**config.mk**
```make
export PLATFORM = sky130hd
export DESIGN_NAME = encoder_interval_speed_estimator_core
export DESIGN_NICKNAME = d
export VERILOG_FILES = /design/src/rtl/eise_pkg.sv /design/src/rtl/eise_div.sv /design/src/rtl/encoder_interval_speed_estimator_core.sv
export SDC_FILE = /design/constraint.sdc
export NUM_CORES = 2
export LEC_CHECK = 0
export BUFFER_PORTS_ARGS = -buffer_cell sky130_fd_sc_hd__buf_2
export CAP_MARGIN = 10
export CORE_UTILIZATION = 63
export CTS_BUF_LIST = sky130_fd_sc_hd__clkbuf_4 sky130_fd_sc_hd__clkbuf_8 sky130_fd_sc_hd__clkbuf_16
export CTS_CLUSTER_SIZE = 14
export DETAILED_ROUTE_END_ITERATION = 8
export PLACE_DENSITY_LB_ADDON = 0.3
export SYNTH_ARGS = -nofsm -noshare
export SYNTH_HDL_FRONTEND = slang
export SYNTH_SLANG_ARGS = --single-unit
export TNS_END_PERCENT = 10
```
**constraint.sdc**
```tcl
create_clock -name clk -period 9.1 [get_ports clk]
set_input_delay 0.91 -clock clk [delete_from_list [all_inputs] [get_ports clk]]
set_output_delay 0.91 -clock clk [all_outputs]
set_load 0.03 [all_outputs]
```
**src/rtl/eise_pkg.sv**
```systemverilog
`default_nettype none

package eise_pkg;

	localparam int WINDOW = 10;
	localparam int IDX_W = (WINDOW > 1) ? $clog2(WINDOW) : 1;
	localparam int FILL_W = $clog2(WINDOW + 1);

	localparam int IV_W = 16;
	localparam int SUM_W = IV_W + ((WINDOW > 1) ? $clog2(WINDOW) : 0);
	localparam int L_W = 10;
	localparam int DB_W = 8;
	localparam int TIME_W = 32;
	localparam int COUNT_W = 32;
	localparam int SPEED_W = 18;
	localparam int DATA_W = 32;
	localparam int ADDR_W = 3;

	localparam int SPEED_LIMIT = 128000;
	localparam int SPEED_SCALE = 256000;
	localparam int RATE_K = 1000;
	localparam int LARGE_RESET = 100;
	localparam int DEBOUNCE_RESET = 2;

	// Serial divider sizing: numerator 2*256000*fill + |sum|, divisor 2*|sum|.
	localparam int NUM_W = $clog2(2 * SPEED_SCALE * WINDOW + 2 ** (SUM_W - 1) + 1);
	localparam int DEN_W = SUM_W + 1;
	localparam int PROD_W = L_W + SUM_W;

	localparam logic [1:0] FUNC_EDGE = 2'd0;
	localparam logic [1:0] FUNC_TICK = 2'd1;
	localparam logic [1:0] FUNC_PRELOAD = 2'd2;

	localparam logic REG_LARGE = 1'b0;
	localparam logic REG_DEBOUNCE = 1'b1;

	localparam logic [1:0] SIGN_ZERO = 2'b00;
	localparam logic [1:0] SIGN_POS = 2'b01;

	typedef struct packed {
		logic start;
		logic [NUM_W-1:0] num;
		logic [DEN_W-1:0] den;
	} div_req_t;

	typedef struct packed {
		logic done;
		logic [NUM_W-1:0] quo;
	} div_rsp_t;

endpackage

`default_nettype wire

```
**src/rtl/eise_div.sv**
```systemverilog
`default_nettype none

module eise_div import eise_pkg::*; (
	input wire logic clk,
	input wire logic arst_n,
	input div_req_t req,
	output div_rsp_t rsp
);

	localparam int CNT_W = $clog2(NUM_W + 1);

	logic busy_q;
	logic done_q;
	logic [CNT_W-1:0] cnt_q;
	logic [NUM_W-1:0] num_q;
	logic [DEN_W-1:0] den_q;
	logic [DEN_W-1:0] rem_q;
	logic [DEN_W:0] trial;
	logic [DEN_W:0] diff;
	logic ge;

	// One restoring step a cycle; the numerator register fills with quotient bits.
	always_comb begin
		trial = {rem_q, num_q[NUM_W-1]};
		diff = trial - {1'b0, den_q};
		ge = (trial >= {1'b0, den_q});
	end

	always_ff @(posedge clk or negedge arst_n) begin
		if (!arst_n) begin
			busy_q <= 1'b0;
			done_q <= 1'b0;
			cnt_q <= '0;
		end else if (req.start) begin
			busy_q <= 1'b1;
			done_q <= 1'b0;
			cnt_q <= CNT_W'(NUM_W);
		end else if (busy_q) begin
			cnt_q <= cnt_q - CNT_W'(1);
			if (cnt_q == CNT_W'(1)) begin
				busy_q <= 1'b0;
				done_q <= 1'b1;
			end
		end else begin
			done_q <= 1'b0;
		end
	end

	always_ff @(posedge clk) begin
		if (req.start) begin
			num_q <= req.num;
			den_q <= req.den;
			rem_q <= '0;
		end else if (busy_q) begin
			num_q <= {num_q[NUM_W-2:0], ge};
			rem_q <= ge ? diff[DEN_W-1:0] : trial[DEN_W-1:0];
		end
	end

	assign rsp.done = done_q;
	assign rsp.quo = num_q;

endmodule

`default_nettype wire

```
**src/rtl/encoder_interval_speed_estimator_core.sv**
```systemverilog
// Two-wheel encoder speed estimator.
// Input channel (in_valid / in_stall): func selects an encoder edge, a measurement
// tick or a preload interval; the other fields qualify it. Every transaction gives
// exactly one result transaction on the output channel (out_valid / out_stall) with
// both pulse counts, the three held speeds and the edge_taken flag.
// An edge passes S_EDGE, S_PUSH and S_DONE, where its result is loaded into the
// output register; a preload runs S_PUSH once per wheel, an edge rejected by the
// debounce skips S_PUSH and an unused func code goes straight to S_DONE. A tick runs
// the single serial divider (one quotient bit a cycle, 23 steps) up to three times,
// once for the low-speed threshold and once per wheel, with sequencer states around each run.
// A wheel whose speed reads as zero skips its division.
// The block takes one transaction at a time; in_stall is high from acceptance until
// its result has been moved into the output register. A result waiting under
// out_stall does not block the next input transaction, but a second result waits
// in the sequencer until the output register is free.
// Configuration (large interval at 0x0, debounce at 0x4) is written over the APB
// port by the user only while the block is idle; the block does not enforce this.
// Reads return the stored values. Reset clears the counts, edge times and speeds,
// and loads each wheel window with one entry of 100 ms.
`default_nettype none

module encoder_interval_speed_estimator_core import eise_pkg::*; (
	input wire logic clk,
	input wire logic arst_n,

	input wire logic in_valid,
	output logic in_stall,
	input wire logic [1:0] func,
	input wire logic wheel_sel,
	input wire logic edge_level,
	input wire logic [TIME_W-1:0] now_ms,
	input wire logic signed [1:0] motor_sign,
	input wire logic signed [IV_W-1:0] preload_interval,

	output logic out_valid,
	input wire logic out_stall,
	output logic signed [COUNT_W-1:0] left_count,
	output logic signed [COUNT_W-1:0] right_count,
	output logic signed [SPEED_W-1:0] left_speed_q8,
	output logic signed [SPEED_W-1:0] right_speed_q8,
	output logic signed [SPEED_W-1:0] mean_speed_q8,
	output logic edge_taken,

	input wire logic psel,
	input wire logic penable,
	input wire logic pwrite,
	input wire logic [ADDR_W-1:0] paddr,
	input wire logic [DATA_W-1:0] pwdata,
	output logic [DATA_W-1:0] prdata,
	output logic pready
);

	typedef enum logic [3:0] {
		S_IDLE,
		S_EDGE,
		S_PUSH,
		S_THR,
		S_THR_WAIT,
		S_STALL,
		S_SPD_A,
		S_SPD_B,
		S_SPD_C,
		S_SPD_WAIT,
		S_MEAN,
		S_DONE
	} state_t;

	state_t state_q;

	logic [L_W-1:0] large_q;
	logic [DB_W-1:0] debounce_q;

	logic [1:0] func_q;
	logic wheel_q;
	logic level_q;
	logic [TIME_W-1:0] now_q;
	logic [1:0] motor_sign_q;
	logic taken_q;

	logic [COUNT_W-1:0] count_q [2];
	logic [TIME_W-1:0] last_q [2][2];
	logic [IV_W-1:0] ring_q [2][WINDOW];
	logic [SUM_W-1:0] sum_q [2];
	logic [FILL_W-1:0] fill_q [2];
	logic [IDX_W-1:0] idx_q [2];
	logic [SPEED_W-1:0] spd_q [3];

	logic wsel_q;
	logic push_both_q;
	logic [IV_W-1:0] push_val_q;
	logic [L_W-1:0] thr_q;
	logic zero_q;
	logic neg_q;
	logic [SUM_W-1:0] mag_q;
	logic [PROD_W-1:0] prod_q;

	logic out_valid_q;
	logic [COUNT_W-1:0] out_left_count_q;
	logic [COUNT_W-1:0] out_right_count_q;
	logic [SPEED_W-1:0] out_left_speed_q;
	logic [SPEED_W-1:0] out_right_speed_q;
	logic [SPEED_W-1:0] out_mean_speed_q;
	logic out_taken_q;

	logic [L_W-1:0] eff_large;
	logic [TIME_W-1:0] edge_d;
	logic [TIME_W-1:0] stall_d;
	logic edge_ok;
	logic [IV_W:0] edge_neg;
	logic [IV_W-1:0] edge_iv;
	logic [COUNT_W-1:0] count_inc;
	logic [IV_W-1:0] ring_old;
	logic [SUM_W-1:0] sum_new;
	logic [SUM_W-1:0] cur_sum;
	logic [SUM_W-1:0] mag_c;
	logic spd_zero;
	logic [SPEED_W-1:0] speed_mag;
	logic [SPEED_W-1:0] speed_val;
	logic [SPEED_W:0] mean_t;
	logic [SPEED_W:0] mean_abs;
	logic [SPEED_W:0] mean_half;
	logic [SPEED_W:0] mean_neg;
	logic [SPEED_W-1:0] mean_val;
	logic in_accept;
	logic cfg_write;

	div_req_t div_req;
	div_rsp_t div_rsp;

	eise_div u_div (
		.clk(clk),
		.arst_n(arst_n),
		.req(div_req),
		.rsp(div_rsp)
	);

	assign in_accept = in_valid && !in_stall;
	assign in_stall = (state_q != S_IDLE);
	assign cfg_write = psel && penable && pwrite;
	assign pready = 1'b1;

	// A zero stall interval behaves as one millisecond.
	assign eff_large = (large_q == '0) ? L_W'(1) : large_q;

	always_comb begin
		edge_d = now_q - last_q[wheel_q][level_q];
		stall_d = now_q - last_q[wsel_q][1];
		edge_ok = (edge_d >= TIME_W'(debounce_q));
		edge_neg = -edge_d[IV_W:0];
		unique case (motor_sign_q)
			SIGN_ZERO: begin
				edge_iv = IV_W'(eff_large);
				count_inc = '0;
			end
			SIGN_POS: begin
				edge_iv = (edge_d > TIME_W'(eff_large)) ? IV_W'(eff_large) : edge_d[IV_W-1:0];
				count_inc = COUNT_W'(1);
			end
			default: begin
				edge_iv = (edge_d > TIME_W'(2 ** (IV_W - 1))) ?
					{1'b1, {(IV_W - 1){1'b0}}} : edge_neg[IV_W-1:0];
				count_inc = '1;
			end
		endcase
	end

	always_comb begin
		ring_old = ring_q[wsel_q][idx_q[wsel_q]];
		sum_new = sum_q[wsel_q] - SUM_W'($signed(ring_old)) + SUM_W'($signed(push_val_q));
		cur_sum = sum_q[wsel_q];
		mag_c = cur_sum[SUM_W-1] ? -cur_sum : cur_sum;
		spd_zero = zero_q || (PROD_W'(RATE_K) * PROD_W'(fill_q[wsel_q]) < prod_q);
		speed_mag = (div_rsp.quo > NUM_W'(SPEED_LIMIT)) ?
			SPEED_W'(SPEED_LIMIT) : div_rsp.quo[SPEED_W-1:0];
		speed_val = neg_q ? -speed_mag : speed_mag;
	end

	// Mean of the two speeds, halved with ties rounded away from zero.
	always_comb begin
		mean_t = {spd_q[0][SPEED_W-1], spd_q[0]} + {spd_q[1][SPEED_W-1], spd_q[1]};
		mean_abs = mean_t[SPEED_W] ? -mean_t : mean_t;
		mean_half = (mean_abs + (SPEED_W + 1)'(1)) >> 1;
		mean_neg = -mean_half;
		mean_val = mean_t[SPEED_W] ? mean_neg[SPEED_W-1:0] : mean_half[SPEED_W-1:0];
	end

	always_comb begin
		div_req.start = 1'b0;
		div_req.num = NUM_W'(RATE_K);
		div_req.den = DEN_W'(eff_large);
		if (state_q == S_THR) begin
			div_req.start = 1'b1;
		end else if (state_q == S_SPD_C) begin
			div_req.start = !spd_zero;
			div_req.num = NUM_W'(2 * SPEED_SCALE) * NUM_W'(fill_q[wsel_q]) + NUM_W'(mag_q);
			div_req.den = {mag_q, 1'b0};
		end
	end

	always_ff @(posedge clk or negedge arst_n) begin
		if (!arst_n) begin
			large_q <= L_W'(LARGE_RESET);
			debounce_q <= DB_W'(DEBOUNCE_RESET);
		end else if (cfg_write) begin
			unique case (paddr[2])
				REG_LARGE: large_q <= pwdata[L_W-1:0];
				REG_DEBOUNCE: debounce_q <= pwdata[DB_W-1:0];
				default: ;
			endcase
		end
	end

	always_comb begin
		unique case (paddr[2])
			REG_LARGE: prdata = DATA_W'(large_q);
			REG_DEBOUNCE: prdata = DATA_W'(debounce_q);
			default: prdata = '0;
		endcase
	end

	always_ff @(posedge clk or negedge arst_n) begin
		if (!arst_n) begin
			state_q <= S_IDLE;
			func_q <= '0;
			wheel_q <= 1'b0;
			level_q <= 1'b0;
			now_q <= '0;
			motor_sign_q <= '0;
			taken_q <= 1'b0;
			wsel_q <= 1'b0;
			push_both_q <= 1'b0;
			push_val_q <= '0;
			thr_q <= '0;
			zero_q <= 1'b0;
			neg_q <= 1'b0;
			mag_q <= '0;
			prod_q <= '0;
			out_valid_q <= 1'b0;
			out_left_count_q <= '0;
			out_right_count_q <= '0;
			out_left_speed_q <= '0;
			out_right_speed_q <= '0;
			out_mean_speed_q <= '0;
			out_taken_q <= 1'b0;
			for (int w = 0; w < 2; w++) begin
				count_q[w] <= '0;
				last_q[w][0] <= '0;
				last_q[w][1] <= '0;
				sum_q[w] <= SUM_W'(LARGE_RESET);
				fill_q[w] <= FILL_W'(1);
				idx_q[w] <= IDX_W'(1 % WINDOW);
				for (int i = 0; i < WINDOW; i++) begin
					ring_q[w][i] <= (i == 0) ? IV_W'(LARGE_RESET) : '0;
				end
			end
			for (int k = 0; k < 3; k++) begin
				spd_q[k] <= '0;
			end
		end else begin
			// In S_DONE the output register is reloaded below instead of emptied.
			if (out_valid_q && !out_stall && state_q != S_DONE) begin
				out_valid_q <= 1'b0;
			end

			unique case (state_q)
				S_IDLE: begin
					if (in_accept) begin
						func_q <= func;
						wheel_q <= wheel_sel;
						level_q <= edge_level;
						now_q <= now_ms;
						motor_sign_q <= motor_sign;
						taken_q <= 1'b0;
						unique case (func)
							FUNC_EDGE: state_q <= S_EDGE;
							FUNC_TICK: state_q <= S_THR;
							FUNC_PRELOAD: begin
								push_val_q <= preload_interval;
								wsel_q <= 1'b0;
								push_both_q <= 1'b1;
								state_q <= S_PUSH;
							end
							default: state_q <= S_DONE;
						endcase
					end
				end
				S_EDGE: begin
					if (edge_ok) begin
						taken_q <= 1'b1;
						count_q[wheel_q] <= count_q[wheel_q] + count_inc;
						last_q[wheel_q][level_q] <= now_q;
						push_val_q <= edge_iv;
						wsel_q <= wheel_q;
						push_both_q <= 1'b0;
						state_q <= S_PUSH;
					end else begin
						state_q <= S_DONE;
					end
				end
				S_PUSH: begin
					// The oldest entry leaves the window and the sum in the same cycle.
					ring_q[wsel_q][idx_q[wsel_q]] <= push_val_q;
					sum_q[wsel_q] <= sum_new;
					idx_q[wsel_q] <= (idx_q[wsel_q] == IDX_W'(WINDOW - 1)) ?
						'0 : idx_q[wsel_q] + IDX_W'(1);
					if (fill_q[wsel_q] < FILL_W'(WINDOW)) begin
						fill_q[wsel_q] <= fill_q[wsel_q] + FILL_W'(1);
					end
					if (push_both_q && !wsel_q) begin
						wsel_q <= 1'b1;
					end else if (func_q == FUNC_TICK) begin
						state_q <= S_SPD_A;
					end else begin
						state_q <= S_DONE;
					end
				end
				S_THR: begin
					state_q <= S_THR_WAIT;
				end
				S_THR_WAIT: begin
					if (div_rsp.done) begin
						thr_q <= div_rsp.quo[L_W-1:0];
						wsel_q <= 1'b0;
						state_q <= S_STALL;
					end
				end
				S_STALL: begin
					if (stall_d > TIME_W'(eff_large)) begin
						push_val_q <= IV_W'({eff_large, 1'b0});
						push_both_q <= 1'b0;
						state_q <= S_PUSH;
					end else begin
						state_q <= S_SPD_A;
					end
				end
				S_SPD_A: begin
					zero_q <= (cur_sum == '0);
					neg_q <= cur_sum[SUM_W-1];
					mag_q <= mag_c;
					state_q <= S_SPD_B;
				end
				S_SPD_B: begin
					prod_q <= PROD_W'(thr_q) * PROD_W'(mag_q);
					state_q <= S_SPD_C;
				end
				S_SPD_C: begin
					if (spd_zero) begin
						spd_q[wsel_q] <= '0;
						if (!wsel_q) begin
							wsel_q <= 1'b1;
							state_q <= S_STALL;
						end else begin
							state_q <= S_MEAN;
						end
					end else begin
						state_q <= S_SPD_WAIT;
					end
				end
				S_SPD_WAIT: begin
					if (div_rsp.done) begin
						spd_q[wsel_q] <= speed_val;
						if (!wsel_q) begin
							wsel_q <= 1'b1;
							state_q <= S_STALL;
						end else begin
							state_q <= S_MEAN;
						end
					end
				end
				S_MEAN: begin
					spd_q[2] <= mean_val;
					state_q <= S_DONE;
				end
				S_DONE: begin
					if (!out_valid_q || !out_stall) begin
						out_valid_q <= 1'b1;
						out_left_count_q <= count_q[0];
						out_right_count_q <= count_q[1];
						out_left_speed_q <= spd_q[0];
						out_right_speed_q <= spd_q[1];
						out_mean_speed_q <= spd_q[2];
						out_taken_q <= taken_q;
						state_q <= S_IDLE;
					end
				end
				default: state_q <= S_IDLE;
			endcase
		end
	end

	assign out_valid = out_valid_q;
	assign left_count = out_left_count_q;
	assign right_count = out_right_count_q;
	assign left_speed_q8 = out_left_speed_q;
	assign right_speed_q8 = out_right_speed_q;
	assign mean_speed_q8 = out_mean_speed_q;
	assign edge_taken = out_taken_q;

endmodule

`default_nettype wire

```
==> summary.md <==
| Metric | Value |
|---|---|
| Fmax achieved | `0.132 GHz` |
| Combined area of the multi-input logic cells | `33600 um^2` |
| Initial core utilization | `63.6%` |
| Sequential area share after synthesis | `39.8%` |
| FF-to-FF End | `push_both_q` |
| Routed length per instance | `20.6 um` |
| MaxCap Viol Count | `0` |
| Layout Nets | `6601` |
| Placed cells | `7205` |
| Crit path time final | `7.57 ns` |
| PostCTS Resize Cnt | `0` |
| Cell taking the most area after synthesis | `dfrtp_1` |
| Port buffer count | `202` |
| Via/cell ratio | `6.16` |
| Period utilisation layout | `83.2%` |
| Initial antenna violation count | `7` |
| Count of different cell masters after synthesis | `114` |
| Longest Clk Path Bufs | `3` |
| Number of flops mapped to enable cells by yosys | `44` |
| CTS Hold Bufs | `0` |
| DR WL met2 | `72700 um` |
| Die W | `312 um` |
| Area growth syn-to-layout | `9.06%` |
| Hold WC Path Type | `input pin to asynchronous set/reset pin` |
| CP Capture Point | `push_both_q` |
| Dpl hpwl | `106000 um` |
| Main area contributors after synthesis | `dfrtp_1 (36%), mux2_2 (9.6%), ha_1 (5.9%)` |
| Final Hold Viols | `0` |
| Top Metal Used | `met4` |
| Area of the mapped netlist | `60400 um^2` |
| CTS Sinks | `955` |
| Vias in the first global route | `45600` |
| Register area | `24100 um^2` |
| R2r setup slk | `1.53 ns` |
| Cts bufs inserted | `100` |
| Critical setup path kind | `flop to flop` |
| CP max FO | `28` |
| Commonest cells in the netlist | `dfrtp_1 (870), nand2_1 (744), mux2_2 (515)` |
| R2R depth | `26` |
| Cell row count | `113` |
| # DRC | `0` |
| Antenna-violating nets left | `0` |
| R2R Path Start | `wsel_q` |
| Synth Area per Inst | `10.1 um^2` |
| Outcome | `complete, no violations` |
| GR Overflow Total | `0` |
| RSZ-0062 raised after global routing | `false` |
| Setup TNS | `0 ns` |
| Root Driver | `clkbuf_16` |
| Final Max Tran Viols | `0` |
| Synth Instances | `5987` |
| CTS tree | `built` |
| DR iter-0 viols | `3377` |
| Crit end category | `flop` |
| Post-CTS setup buffers | `0` |
| First-pass GRT wire length | `246000 um` |
| Routed Wire Length | `152000 um` |
| Post-route cell area | `65900 um^2` |
| CP arrival | `8.13 ns` |
| Layout cells sized above 1 | `18.0%` |
| Top_reg_cell synth | `dfrtp_1` |
| Post-synth ARST share | `93.2%` |
| Critical Path Start Type | `flop` |
| Die H | `312 um` |
| Synth top area share | `36.0%` |
| Seq cells post-synth | `955` |
| Ports | `250` |
| WP data required | `9.66 ns` |
| Clk_lat worst skew | `0.70 ns` |
| Routed vias | `45600` |
| Fin cells | `7397` |
| H-Tree Level Count | `3` |
| Placed Area | `62300 um^2` |
| First-pass DRT Iterations | `6` |
| Rel. slew slack | `22.5%` |
| Core ar. | `95000 um^2` |
| Met3 WL post-DR | `9710 um` |
| Worst slew pin tran | `1.16 ns` |
| Worst setup path startpoint | `wsel_q` |
| Largest net degree at the start of global routing | `180` |
| Most frequent cell after synthesis | `dfrtp_1` |
| Final setup fails | `0` |
| RD Place Congestion | `0.929` |
| Fill cell count | `7140` |
| CTS clk-pin slew, worst paths | `0.07 ns` |
| Met1 Wirelength | `63600 um` |
| Fin Clk Skew | `0.0276 ns` |
| Die Area | `97100 um^2` |
| Ys Warns | `0` |
| Tot GR Track Use | `31.6%` |
worst max-delay path: stages (launching register included):
cell and delay [ns]:
dfrtp_4 0.84, buf_4 0.41, mux2_2 0.38, ha_1 0.22, nor2b_1 0.13, o21a_1 0.14
o21ai_0 0.14, a21oi_1 0.21, and2_1 0.17, nand2_1 0.06, nand2_1 0.06, a21oi_1 0.07
xnor2_1 0.13, ha_1 0.30, nand2_1 0.08, nor4_1 0.61, o22ai_1 0.15, nor3_1 0.21
o2111ai_1 0.19, nor4b_1 0.30, nand4_1 0.15, a2111oi_0 0.40, or4b_1 0.50, nor4_1 0.24
buf_4 0.23, or3_1 0.67, mux2_1 0.39
metal layers:
layer | track usage [%] | vias to the layer above
met3 | 4.83 | 355
met4 | 12.4 | 0
li1 | - | 21000
met5 | 0 | -
met1 | 41.7 | 22700
met2 | 52.4 | 1524
how the worst min path moves through the flow:
stage	from	depth (start not counted)	to
floorplan	sum_q[25]	2	sum_q[25]
global placement	sum_q[26]	2	sum_q[26]
detailed placement	sum_q[25]	2	sum_q[25]
CTS	arst_n	1	prod_q[23]
global route	arst_n	1	prod_q[23]
finish	arst_n	1	prod_q[23]
final cells by class:
cell class                 instances  share of cell area [%]
antenna                            4                  0.0152
clock buffer                     141                    4.46
clock inverter                    45                   0.872
inverter                         408                    2.32
multi-input combinational       4305                    50.9
sequential                       955                    36.5
tap                             1265                    2.40
timing repair buffer             274                    2.50
cells in the final DEF (no fill, tap or decap), types with 64 or more instances in the layout:
| cell type | instances |
|---|---|
| nor2_1 | 207 |
| xnor2_1 | 144 |
| mux2i_1 | 196 |
| o21ai_0 | 477 |
| mux2_2 | 515 |
| dfrtp_1 | 867 |
| nand2_1 | 743 |
| nand3_1 | 110 |
| fa_1 | 174 |
| nor3_1 | 64 |
| clkbuf_16 | 100 |
| a211oi_1 | 96 |
| xor2_1 | 90 |
| and2_1 | 112 |
| buf_2 | 201 |
| buf_4 | 65 |
| ha_1 | 287 |
| nor2b_1 | 80 |
| inv_1 | 407 |
| a21oi_1 | 248 |
metrics by stage:
| stage | setup slack, ns | hold WS [ns] | utilization [%] |
|---|---|---|---|
| global route | 1.21 | 0.228 | 69.4 |
| floorplan | 1.28 | 0.439 | - |
| global placement | 1.89 | 0.445 | 65.6 |
| CTS | 1.68 | 0.187 | 69.3 |
| finish | 1.53 | 0.202 | 69.4 |
| detailed placement | 1.72 | 0.453 | 65.6 |
flip-flops by register name, indices dropped and copies added, names as in the netlist, 10 cells and up:
register and cells:
prod_q 30, count_q 64, sum_q 40, large_q 10
right_speed_q8 18, left_count 32, u_div.num_q 23, last_q 128
thr_q 10, now_q 32, mean_speed_q8 18, mag_q 20
push_val_q 16, right_count 32, ring_q 320, spd_q 54
u_div.rem_q 21, left_speed_q8 18, u_div.den_q 21
cell families (layout without fill, tap and decap cells):
family	after synthesis	count (layout)	synth area share, %
compound gates	1231	1231	12.8
xor+xnor	239	239	3.56
fa+ha+maj	462	462	11.7
buf+inv	748	868	4.92
flops	955	955	39.8
mux	790	790	15.0
other cells	2	27	0.0124
simple gates	1560	1560	12.2
Power is left out: the tool's default activity adds up to more than one toggle a clock period on the data nets, which glitch-free logic cannot reach.
